## config.mk

```make
export PLATFORM = sky130hd
export DESIGN_NAME = sm4_block_cipher
export DESIGN_NICKNAME = d
export VERILOG_FILES = /design/src/rtl/core/sm4_pkg.sv /design/src/rtl/core/sm4_block_cipher.sv
export SDC_FILE = /design/constraint.sdc
export NUM_CORES = 2
export LEC_CHECK = 0
export ABC_AREA = 1
export BUFFER_PORTS_ARGS = -buffer_cell sky130_fd_sc_hd__clkbuf_2
export CAP_MARGIN = 10
export CORE_UTILIZATION = 56
export CTS_CLUSTER_DIAMETER = 120
export DETAILED_ROUTE_END_ITERATION = 12
export MAX_ROUTING_LAYER = met4
export PLACE_DENSITY_LB_ADDON = 0.1
export SKIP_LAST_GASP = 1
export SLEW_MARGIN = 20
export SYNTH_ARGS = -nofsm -noshare
export SYNTH_HDL_FRONTEND = slang
export SYNTH_SLANG_ARGS = --single-unit
```

## constraint.sdc

```tcl
create_clock -name clk_i -period 10.7 [get_ports clk_i]
set_clock_uncertainty 0.2 [all_clocks]
set_input_delay 1.07 -clock clk_i [delete_from_list [all_inputs] [get_ports clk_i]]
set_output_delay 1.07 -clock clk_i [all_outputs]
set_load 0.05 [all_outputs]
```

## src/rtl/core/sm4_pkg.sv

```systemverilog
// ----------------------------------------------------------------------------
// sm4_pkg
// Shared types, constants and round functions of the SM4 cipher core.
// ----------------------------------------------------------------------------
package sm4_pkg;

  typedef logic [31:0] word_t;

  typedef enum logic [2:0] {
    ST_IDLE,
    ST_KEY,
    ST_PREF,
    ST_RUN,
    ST_DONE
  } sm4_state_e;

  localparam int unsigned NumRounds = 32;
  localparam int unsigned RoundW    = $clog2(NumRounds);

  localparam word_t FK0 = 32'hA3B1BAC6;
  localparam word_t FK1 = 32'h56AA3350;
  localparam word_t FK2 = 32'h677D9197;
  localparam word_t FK3 = 32'hB27022DC;

  localparam logic [7:0] SBOX [256] = '{
    8'hD6, 8'h90, 8'hE9, 8'hFE, 8'hCC, 8'hE1, 8'h3D, 8'hB7, 8'h16, 8'hB6, 8'h14, 8'hC2,
    8'h28, 8'hFB, 8'h2C, 8'h05, 8'h2B, 8'h67, 8'h9A, 8'h76, 8'h2A, 8'hBE, 8'h04, 8'hC3,
    8'hAA, 8'h44, 8'h13, 8'h26, 8'h49, 8'h86, 8'h06, 8'h99, 8'h9C, 8'h42, 8'h50, 8'hF4,
    8'h91, 8'hEF, 8'h98, 8'h7A, 8'h33, 8'h54, 8'h0B, 8'h43, 8'hED, 8'hCF, 8'hAC, 8'h62,
    8'hE4, 8'hB3, 8'h1C, 8'hA9, 8'hC9, 8'h08, 8'hE8, 8'h95, 8'h80, 8'hDF, 8'h94, 8'hFA,
    8'h75, 8'h8F, 8'h3F, 8'hA6, 8'h47, 8'h07, 8'hA7, 8'hFC, 8'hF3, 8'h73, 8'h17, 8'hBA,
    8'h83, 8'h59, 8'h3C, 8'h19, 8'hE6, 8'h85, 8'h4F, 8'hA8, 8'h68, 8'h6B, 8'h81, 8'hB2,
    8'h71, 8'h64, 8'hDA, 8'h8B, 8'hF8, 8'hEB, 8'h0F, 8'h4B, 8'h70, 8'h56, 8'h9D, 8'h35,
    8'h1E, 8'h24, 8'h0E, 8'h5E, 8'h63, 8'h58, 8'hD1, 8'hA2, 8'h25, 8'h22, 8'h7C, 8'h3B,
    8'h01, 8'h21, 8'h78, 8'h87, 8'hD4, 8'h00, 8'h46, 8'h57, 8'h9F, 8'hD3, 8'h27, 8'h52,
    8'h4C, 8'h36, 8'h02, 8'hE7, 8'hA0, 8'hC4, 8'hC8, 8'h9E, 8'hEA, 8'hBF, 8'h8A, 8'hD2,
    8'h40, 8'hC7, 8'h38, 8'hB5, 8'hA3, 8'hF7, 8'hF2, 8'hCE, 8'hF9, 8'h61, 8'h15, 8'hA1,
    8'hE0, 8'hAE, 8'h5D, 8'hA4, 8'h9B, 8'h34, 8'h1A, 8'h55, 8'hAD, 8'h93, 8'h32, 8'h30,
    8'hF5, 8'h8C, 8'hB1, 8'hE3, 8'h1D, 8'hF6, 8'hE2, 8'h2E, 8'h82, 8'h66, 8'hCA, 8'h60,
    8'hC0, 8'h29, 8'h23, 8'hAB, 8'h0D, 8'h53, 8'h4E, 8'h6F, 8'hD5, 8'hDB, 8'h37, 8'h45,
    8'hDE, 8'hFD, 8'h8E, 8'h2F, 8'h03, 8'hFF, 8'h6A, 8'h72, 8'h6D, 8'h6C, 8'h5B, 8'h51,
    8'h8D, 8'h1B, 8'hAF, 8'h92, 8'hBB, 8'hDD, 8'hBC, 8'h7F, 8'h11, 8'hD9, 8'h5C, 8'h41,
    8'h1F, 8'h10, 8'h5A, 8'hD8, 8'h0A, 8'hC1, 8'h31, 8'h88, 8'hA5, 8'hCD, 8'h7B, 8'hBD,
    8'h2D, 8'h74, 8'hD0, 8'h12, 8'hB8, 8'hE5, 8'hB4, 8'hB0, 8'h89, 8'h69, 8'h97, 8'h4A,
    8'h0C, 8'h96, 8'h77, 8'h7E, 8'h65, 8'hB9, 8'hF1, 8'h09, 8'hC5, 8'h6E, 8'hC6, 8'h84,
    8'h18, 8'hF0, 8'h7D, 8'hEC, 8'h3A, 8'hDC, 8'h4D, 8'h20, 8'h79, 8'hEE, 8'h5F, 8'h3E,
    8'hD7, 8'hCB, 8'h39, 8'h48
  };

  // Byte-wise S-box substitution of one word.
  function automatic word_t tau(input word_t v);
    return {SBOX[v[31:24]], SBOX[v[23:16]], SBOX[v[15:8]], SBOX[v[7:0]]};
  endfunction

  // Linear layer of the data rounds.
  function automatic word_t lin_data(input word_t t);
    return t ^ {t[29:0], t[31:30]} ^ {t[21:0], t[31:22]}
             ^ {t[13:0], t[31:14]} ^ {t[7:0], t[31:8]};
  endfunction

  // Linear layer of the key schedule.
  function automatic word_t lin_key(input word_t t);
    return t ^ {t[18:0], t[31:19]} ^ {t[8:0], t[31:9]};
  endfunction

  // Round constant: byte j of word i is (4*i+j)*7 modulo 256.
  function automatic word_t ck_word(input logic [RoundW-1:0] i);
    word_t      w;
    logic [7:0] b;
    w = '0;
    for (int j = 0; j < 4; j++) begin
      b = ({1'b0, i, 2'(j)} * 8'd7);
      w = {w[23:0], b};
    end
    return w;
  endfunction

endpackage

```

## src/rtl/core/sm4_block_cipher.sv

```systemverilog
// ----------------------------------------------------------------------------
// sm4_block_cipher
// Iterative SM4 core: one round per cycle through a shared round unit that
// serves both the key schedule and the data rounds.
// ----------------------------------------------------------------------------
// Usage. The 128-bit key is written over the APB port as two 64-bit
// registers, key_high at byte address 0 and key_low at byte address 8;
// either write marks the stored round keys stale. A block is offered on the
// input channel (block_high_i, block_low_i, decrypt_i) with in_valid_i and
// is taken in a beat when in_ready_o is high. in_ready_o is high only while
// the core is idle, so one block is in work at a time. The result leaves on
// the output channel in one beat with out_valid_o and out_ready_i.
//
// Round sequence. After its input beat a block goes through a prefetch of the
// first round key, 32 rounds at one round per cycle (set by the single round
// unit and the one read port of the round key RAM), and the load of the
// output register. The core is idle again right after that load and only
// then takes a new block. The first block after reset or after a key write
// first runs the 32-round key expansion through the same round unit.
//
// Reset clears the key registers to zero and marks the round keys stale; the
// round key RAM itself is not cleared. If the receiver stalls, the finished
// result waits in the output register; the next block may still be taken,
// and it holds in its last step until the output register is free.
// ----------------------------------------------------------------------------
module sm4_block_cipher
  import sm4_pkg::*;
(
  input  logic        clk_i,
  input  logic        rst_ni,
  // Configuration port
  input  logic        psel,
  input  logic        penable,
  input  logic        pwrite,
  input  logic [3:0]  paddr,
  input  logic [63:0] pwdata,
  output logic [63:0] prdata,
  output logic        pready,
  // Input channel
  input  logic        in_valid_i,
  output logic        in_ready_o,
  input  logic [63:0] block_high_i,
  input  logic [63:0] block_low_i,
  input  logic        decrypt_i,
  // Output channel
  output logic        out_valid_o,
  input  logic        out_ready_i,
  output logic [63:0] result_high_o,
  output logic [63:0] result_low_o
);

  sm4_state_e        state_q, state_d;
  logic [RoundW-1:0] cnt_q, cnt_d;
  logic              keys_ready_q, keys_ready_d;
  logic              out_valid_q, out_valid_d;

  logic [63:0]       key_high_q, key_low_q;
  logic [127:0]      blk_q;
  logic              dec_q;
  logic [127:0]      res_q, res_d;
  word_t             x_q [4];
  word_t             x_d [4];

  // Round key RAM: one write port for the key schedule, one registered read.
  word_t             rk_mem [NumRounds];
  word_t             rk_q;
  logic              rk_we;
  logic [RoundW-1:0] rd_idx;
  logic [RoundW-1:0] rd_addr;

  logic              cfg_wr;
  logic              in_beat;
  logic              key_mode;
  word_t             unit_op;
  word_t             unit_t;
  word_t             unit_new;

  assign pready  = 1'b1;
  assign cfg_wr  = psel && penable && pwrite;
  assign prdata  = paddr[3] ? key_low_q : key_high_q;

  assign in_ready_o    = (state_q == ST_IDLE);
  assign in_beat       = in_valid_i && in_ready_o;
  assign out_valid_o   = out_valid_q;
  assign result_high_o = res_q[127:64];
  assign result_low_o  = res_q[63:0];

  // Shared round unit. During the key schedule the round constant is mixed
  // in and the key linear layer applies; during data rounds the stored key.
  assign key_mode = (state_q == ST_KEY);
  assign unit_op  = key_mode ? ck_word(cnt_q) : rk_q;
  assign unit_t   = tau(x_q[1] ^ x_q[2] ^ x_q[3] ^ unit_op);
  assign unit_new = x_q[0] ^ (key_mode ? lin_key(unit_t) : lin_data(unit_t));

  assign rk_we = key_mode;

  // Next key to fetch: the first in the prefetch step, then the one after.
  assign rd_idx  = (state_q == ST_RUN) ? cnt_q + RoundW'(1) : '0;
  assign rd_addr = dec_q ? ~rd_idx : rd_idx;

  always_comb begin
    state_d      = state_q;
    cnt_d        = cnt_q;
    keys_ready_d = keys_ready_q;
    out_valid_d  = out_valid_q && !out_ready_i;
    res_d        = res_q;
    x_d          = x_q;

    case (state_q)
      ST_IDLE: begin
        cnt_d = '0;
        if (in_beat) begin
          if (keys_ready_q) begin
            state_d = ST_PREF;
          end else begin
            state_d = ST_KEY;
            x_d[0]  = key_high_q[63:32] ^ FK0;
            x_d[1]  = key_high_q[31:0]  ^ FK1;
            x_d[2]  = key_low_q[63:32]  ^ FK2;
            x_d[3]  = key_low_q[31:0]   ^ FK3;
          end
        end
      end
      ST_KEY: begin
        x_d   = '{x_q[1], x_q[2], x_q[3], unit_new};
        cnt_d = cnt_q + RoundW'(1);
        if (cnt_q == RoundW'(NumRounds - 1)) begin
          keys_ready_d = 1'b1;
          state_d      = ST_PREF;
        end
      end
      ST_PREF: begin
        x_d     = '{blk_q[127:96], blk_q[95:64], blk_q[63:32], blk_q[31:0]};
        cnt_d   = '0;
        state_d = ST_RUN;
      end
      ST_RUN: begin
        x_d   = '{x_q[1], x_q[2], x_q[3], unit_new};
        cnt_d = cnt_q + RoundW'(1);
        if (cnt_q == RoundW'(NumRounds - 1)) begin
          state_d = ST_DONE;
        end
      end
      ST_DONE: begin
        // The final words leave in reverse order.
        if (!out_valid_q || out_ready_i) begin
          res_d       = {x_q[3], x_q[2], x_q[1], x_q[0]};
          out_valid_d = 1'b1;
          state_d     = ST_IDLE;
        end
      end
      default: begin
        state_d = ST_IDLE;
      end
    endcase

    if (cfg_wr) begin
      keys_ready_d = 1'b0;
    end
  end

  always_ff @(posedge clk_i or negedge rst_ni) begin
    if (!rst_ni) begin
      state_q      <= ST_IDLE;
      cnt_q        <= '0;
      keys_ready_q <= 1'b0;
      out_valid_q  <= 1'b0;
      key_high_q   <= '0;
      key_low_q    <= '0;
    end else begin
      state_q      <= state_d;
      cnt_q        <= cnt_d;
      keys_ready_q <= keys_ready_d;
      out_valid_q  <= out_valid_d;
      if (cfg_wr && !paddr[3]) begin
        key_high_q <= pwdata;
      end
      if (cfg_wr && paddr[3]) begin
        key_low_q <= pwdata;
      end
    end
  end

  always_ff @(posedge clk_i) begin
    x_q   <= x_d;
    res_q <= res_d;
    if (in_beat) begin
      blk_q <= {block_high_i, block_low_i};
      dec_q <= decrypt_i;
    end
  end

  always_ff @(posedge clk_i) begin
    if (rk_we) begin
      rk_mem[cnt_q] <= unit_new;
    end
    rk_q <= rk_mem[rd_addr];
  end

endmodule

```

==> run_results.csv <==
group,metric,value,unit
outcome,status,"completed",
synth,syn_avg_cell_area,9.34,sq um
worst_setup_path,reg2reg_from,"cnt_q[0]",
synth,yosysMostFrequentCell,"nand2_1",
synth,ys.flop_type,"edfxtp_1",
worst_setup_path,cp-start-kind,"register",
worst_setup_path,rr_worst_depth,26,
synth,synthTopCellsByArea,"edfxtp_1, nand2_1, nand3_1, o21ai_0, dfrtp_1",
global_route,grt_overflow,0,
synth,ys_ff_latch,1579,
die,fp.dieW,376,um
clock_network,cts.clk_slew.worst_paths,60,ps
die,coreArea,138000,sq um
worst_setup_path,reg2reg_slack,2610,ps
layout,fillers,10882,
timing,min_period_over_period,75.6,%
clock_network,cts_tree,"built",
timing,rsz0062_at_grt,"false",
global_route,grt_pass1_wl,434000,um
clock_network,clk_latency,830,ps
timing,relSlewSlack,22.6,%
layout,area_growth,10.9,%
global_route,antenna_found_initial,17,
clock_network,htree_levels,4,
synth,synth_top_area_share,53.9,%
timing,fmax,124,MHz
global_route,grt.total_usage,43.3,%
synth,yosys-top-cells-count,"nand2_1, edfxtp_1, nand3_1",
clock_network,clock-sinks,1579,
worst_setup_path,required,11150,ps
drt,drt-total-wl,304000,um
place,place_area,82000,sq um
global_route,grt_max_degree,229,
clock_network,cts_made_buffers,154,
drt,vias,69264,
synth,yosysSeqAreaShare,59.1,%
global_route,grt_pass1_vias,64819,
place,dp_hpwl,197000,um
worst_setup_path,crit_start,"cnt_q[0]",
job,maxCapViolCount,0,
synth,synth_top_cell_by_area,"edfxtp_1",
timing,worst_pin_slew,1160,ps
layout,drive_gt1_share,11.0,%
synth,netlist-cell-type-count,48,
drt,routedWlPerCell,28.7,um
worst_setup_path,reg2reg_to,"x_q[8]",
timing,setup_viol,0,
layout,final_area,87000,sq um
clock_network,post_cts_buffers,0,
die,rows,136,
synth,synthCells,8405,
timing,hold_violations,0,
worst_setup_path,crit_type,"register to register",
die,die_y,376,um
die,initial_core_util,56.8,%
synth,synthArstFlopShare,8.74,%
synth,synth_edf_count,1409,
die,num_io_pins,399,
min_path,hp-class,"primary input to asynchronous set/reset pin",
drt,drtIter0Drc,11494,
synth,synth_fp_nets,8668,
worst_setup_path,worst-path-max-fanout,33,
timing,fin_crit,8090,ps
worst_setup_path,cp-end-kind,"register",
drt,firstDrtPassIters,9,
drt,via_per_inst,6.55,
clock_network,cts_root_buf,"clkbuf_16",
clock_network,cts_hold_buf,0,
clock_network,clk_path_buf_depth,3,
die,die_area,142000,sq um
drt,drc,0,
drt,ant_nets,0,
synth,yosysWarnings,0,
timing,final.setup.tns,0,ps
place,portBuffers,394,
clock_network,cts_resized,0,
layout,fin_nets,8840,
worst_setup_path,arrival,8540,ps
place,gp_congestion,1.04,
timing,drv_slew,0,
synth,synth_area,78500,sq um
## kinds of logic (layout without fill, tap and decap cells)
| group | count (synthesis) | after routing | share of synthesized area, % |
|---|---|---|---|
| simple gates | 4462 | 4462 | 23.9 |
| flops | 1579 | 1579 | 59.1 |
| xor+xnor | 54 | 54 | 0.655 |
| other cells | 1 | 19 | 0.00478 |
| compound gates | 1343 | 1343 | 10.4 |
| fa+ha+maj | 59 | 59 | 0.998 |
| buf+inv | 907 | 1203 | 4.85 |
## routing by layer
| layer | wire length [um] | part of all wire [%] | track usage, % |
|---|---|---|---|
| met5 | 0 | 0 | - |
| met4 | 16700 | 5.5 | 20.0 |
| met3 | 40000 | 13 | 9.78 |
| met2 | 132000 | 43 | 62.4 |
| met1 | 115000 | 38 | 58.6 |
## state kept, by name, summed over array words and instances (netlist names)
| name | count |
|---|---|
| rk_q | 32 |
| res_q | 128 |
| out_valid_o | 1 |
| dec_q | 1 |
| key_low_q | 64 |
| state_q | 3 |
| keys_ready_q | 1 |
| cnt_q | 5 |
| rk_mem | 1024 |
| key_high_q | 64 |
| x_q | 128 |
| blk_q | 128 |
## stage by stage
step	hold slack, ps	utilization [%]	cells	setup WS [ps]
final	99.3	63.0	10582	2610
after global routing	153	63.0	10578	2160
after CTS	102	63.0	10564	2890
after detailed placement	234	59.3	10284	2880
after global placement	233	59.3	10283	3050
after floorplan	226	-	8405	2540
## layout make-up
cell class	instances	area, sq um	share of cell area [%]
clock inverter	76	872	1.00
multi-input combinational	5919	28700	33.0
clock buffer	204	4130	4.75
timing repair buffer	521	2990	3.44
tap	1863	2330	2.68
antenna	18	45.0	0.0517
inverter	402	1530	1.75
sequential	1579	46400	53.3
## how the worst max path moves through the flow
stage / endpoint / slack [ps] / depth (start not counted)
after global routing: x_q[8] / 2160 / 26
after CTS: x_q[8] / 2890 / 26
after global placement: x_q[8] / 3050 / 27
after floorplan: res_q[0] / 2540 / 2
final: x_q[8] / 2610 / 26
after detailed placement: x_q[8] / 2880 / 26
## layout by cell type (no fill, tap or decap), drive strengths merged, types with 3 or more instances in the layout
master	n
clkinv	63
dfxtp	32
o211a	5
dfrtp	138
o21ai	751
diode	18
clkbuf	596
nand4	7
nor2	730
ha	53
nand3b	10
o211ai	96
xor2	39
o22ai	53
a311oi	5
or2	16
buf	129
nand3	1274
a22oi	24
bufinv	10
a21oi	88
o221ai	259
xnor2	15
inv	403
nand2	2405
fa	6
and2	14
nor3	3
edfxtp	1409
a31oi	62
## worst max-delay path, cell delays in order, from the launching register on
cell and delay, ps:
dfrtp_1 610, inv_1 330, fa_1 700, inv_1 110
nand2_1 150, inv_1 80, fa_1 440, inv_1 80
o21ai_0 120, or2_2 310, nand3_1 80, nand3_1 90
nand2_2 510, clkinv_1 830, nand3_1 550, nand3_1 120
nand2_1 410, nand3_1 180, nand2_1 160, nand2_1 90
nand3_1 80, nand3_1 130, nand2_1 90, nand2_1 60
nand2_1 850, nand2_1 400, nand2_1 140
Power is left out: the tool's default activity adds up to more than one toggle a clock period on the data nets, which glitch-free logic cannot reach.
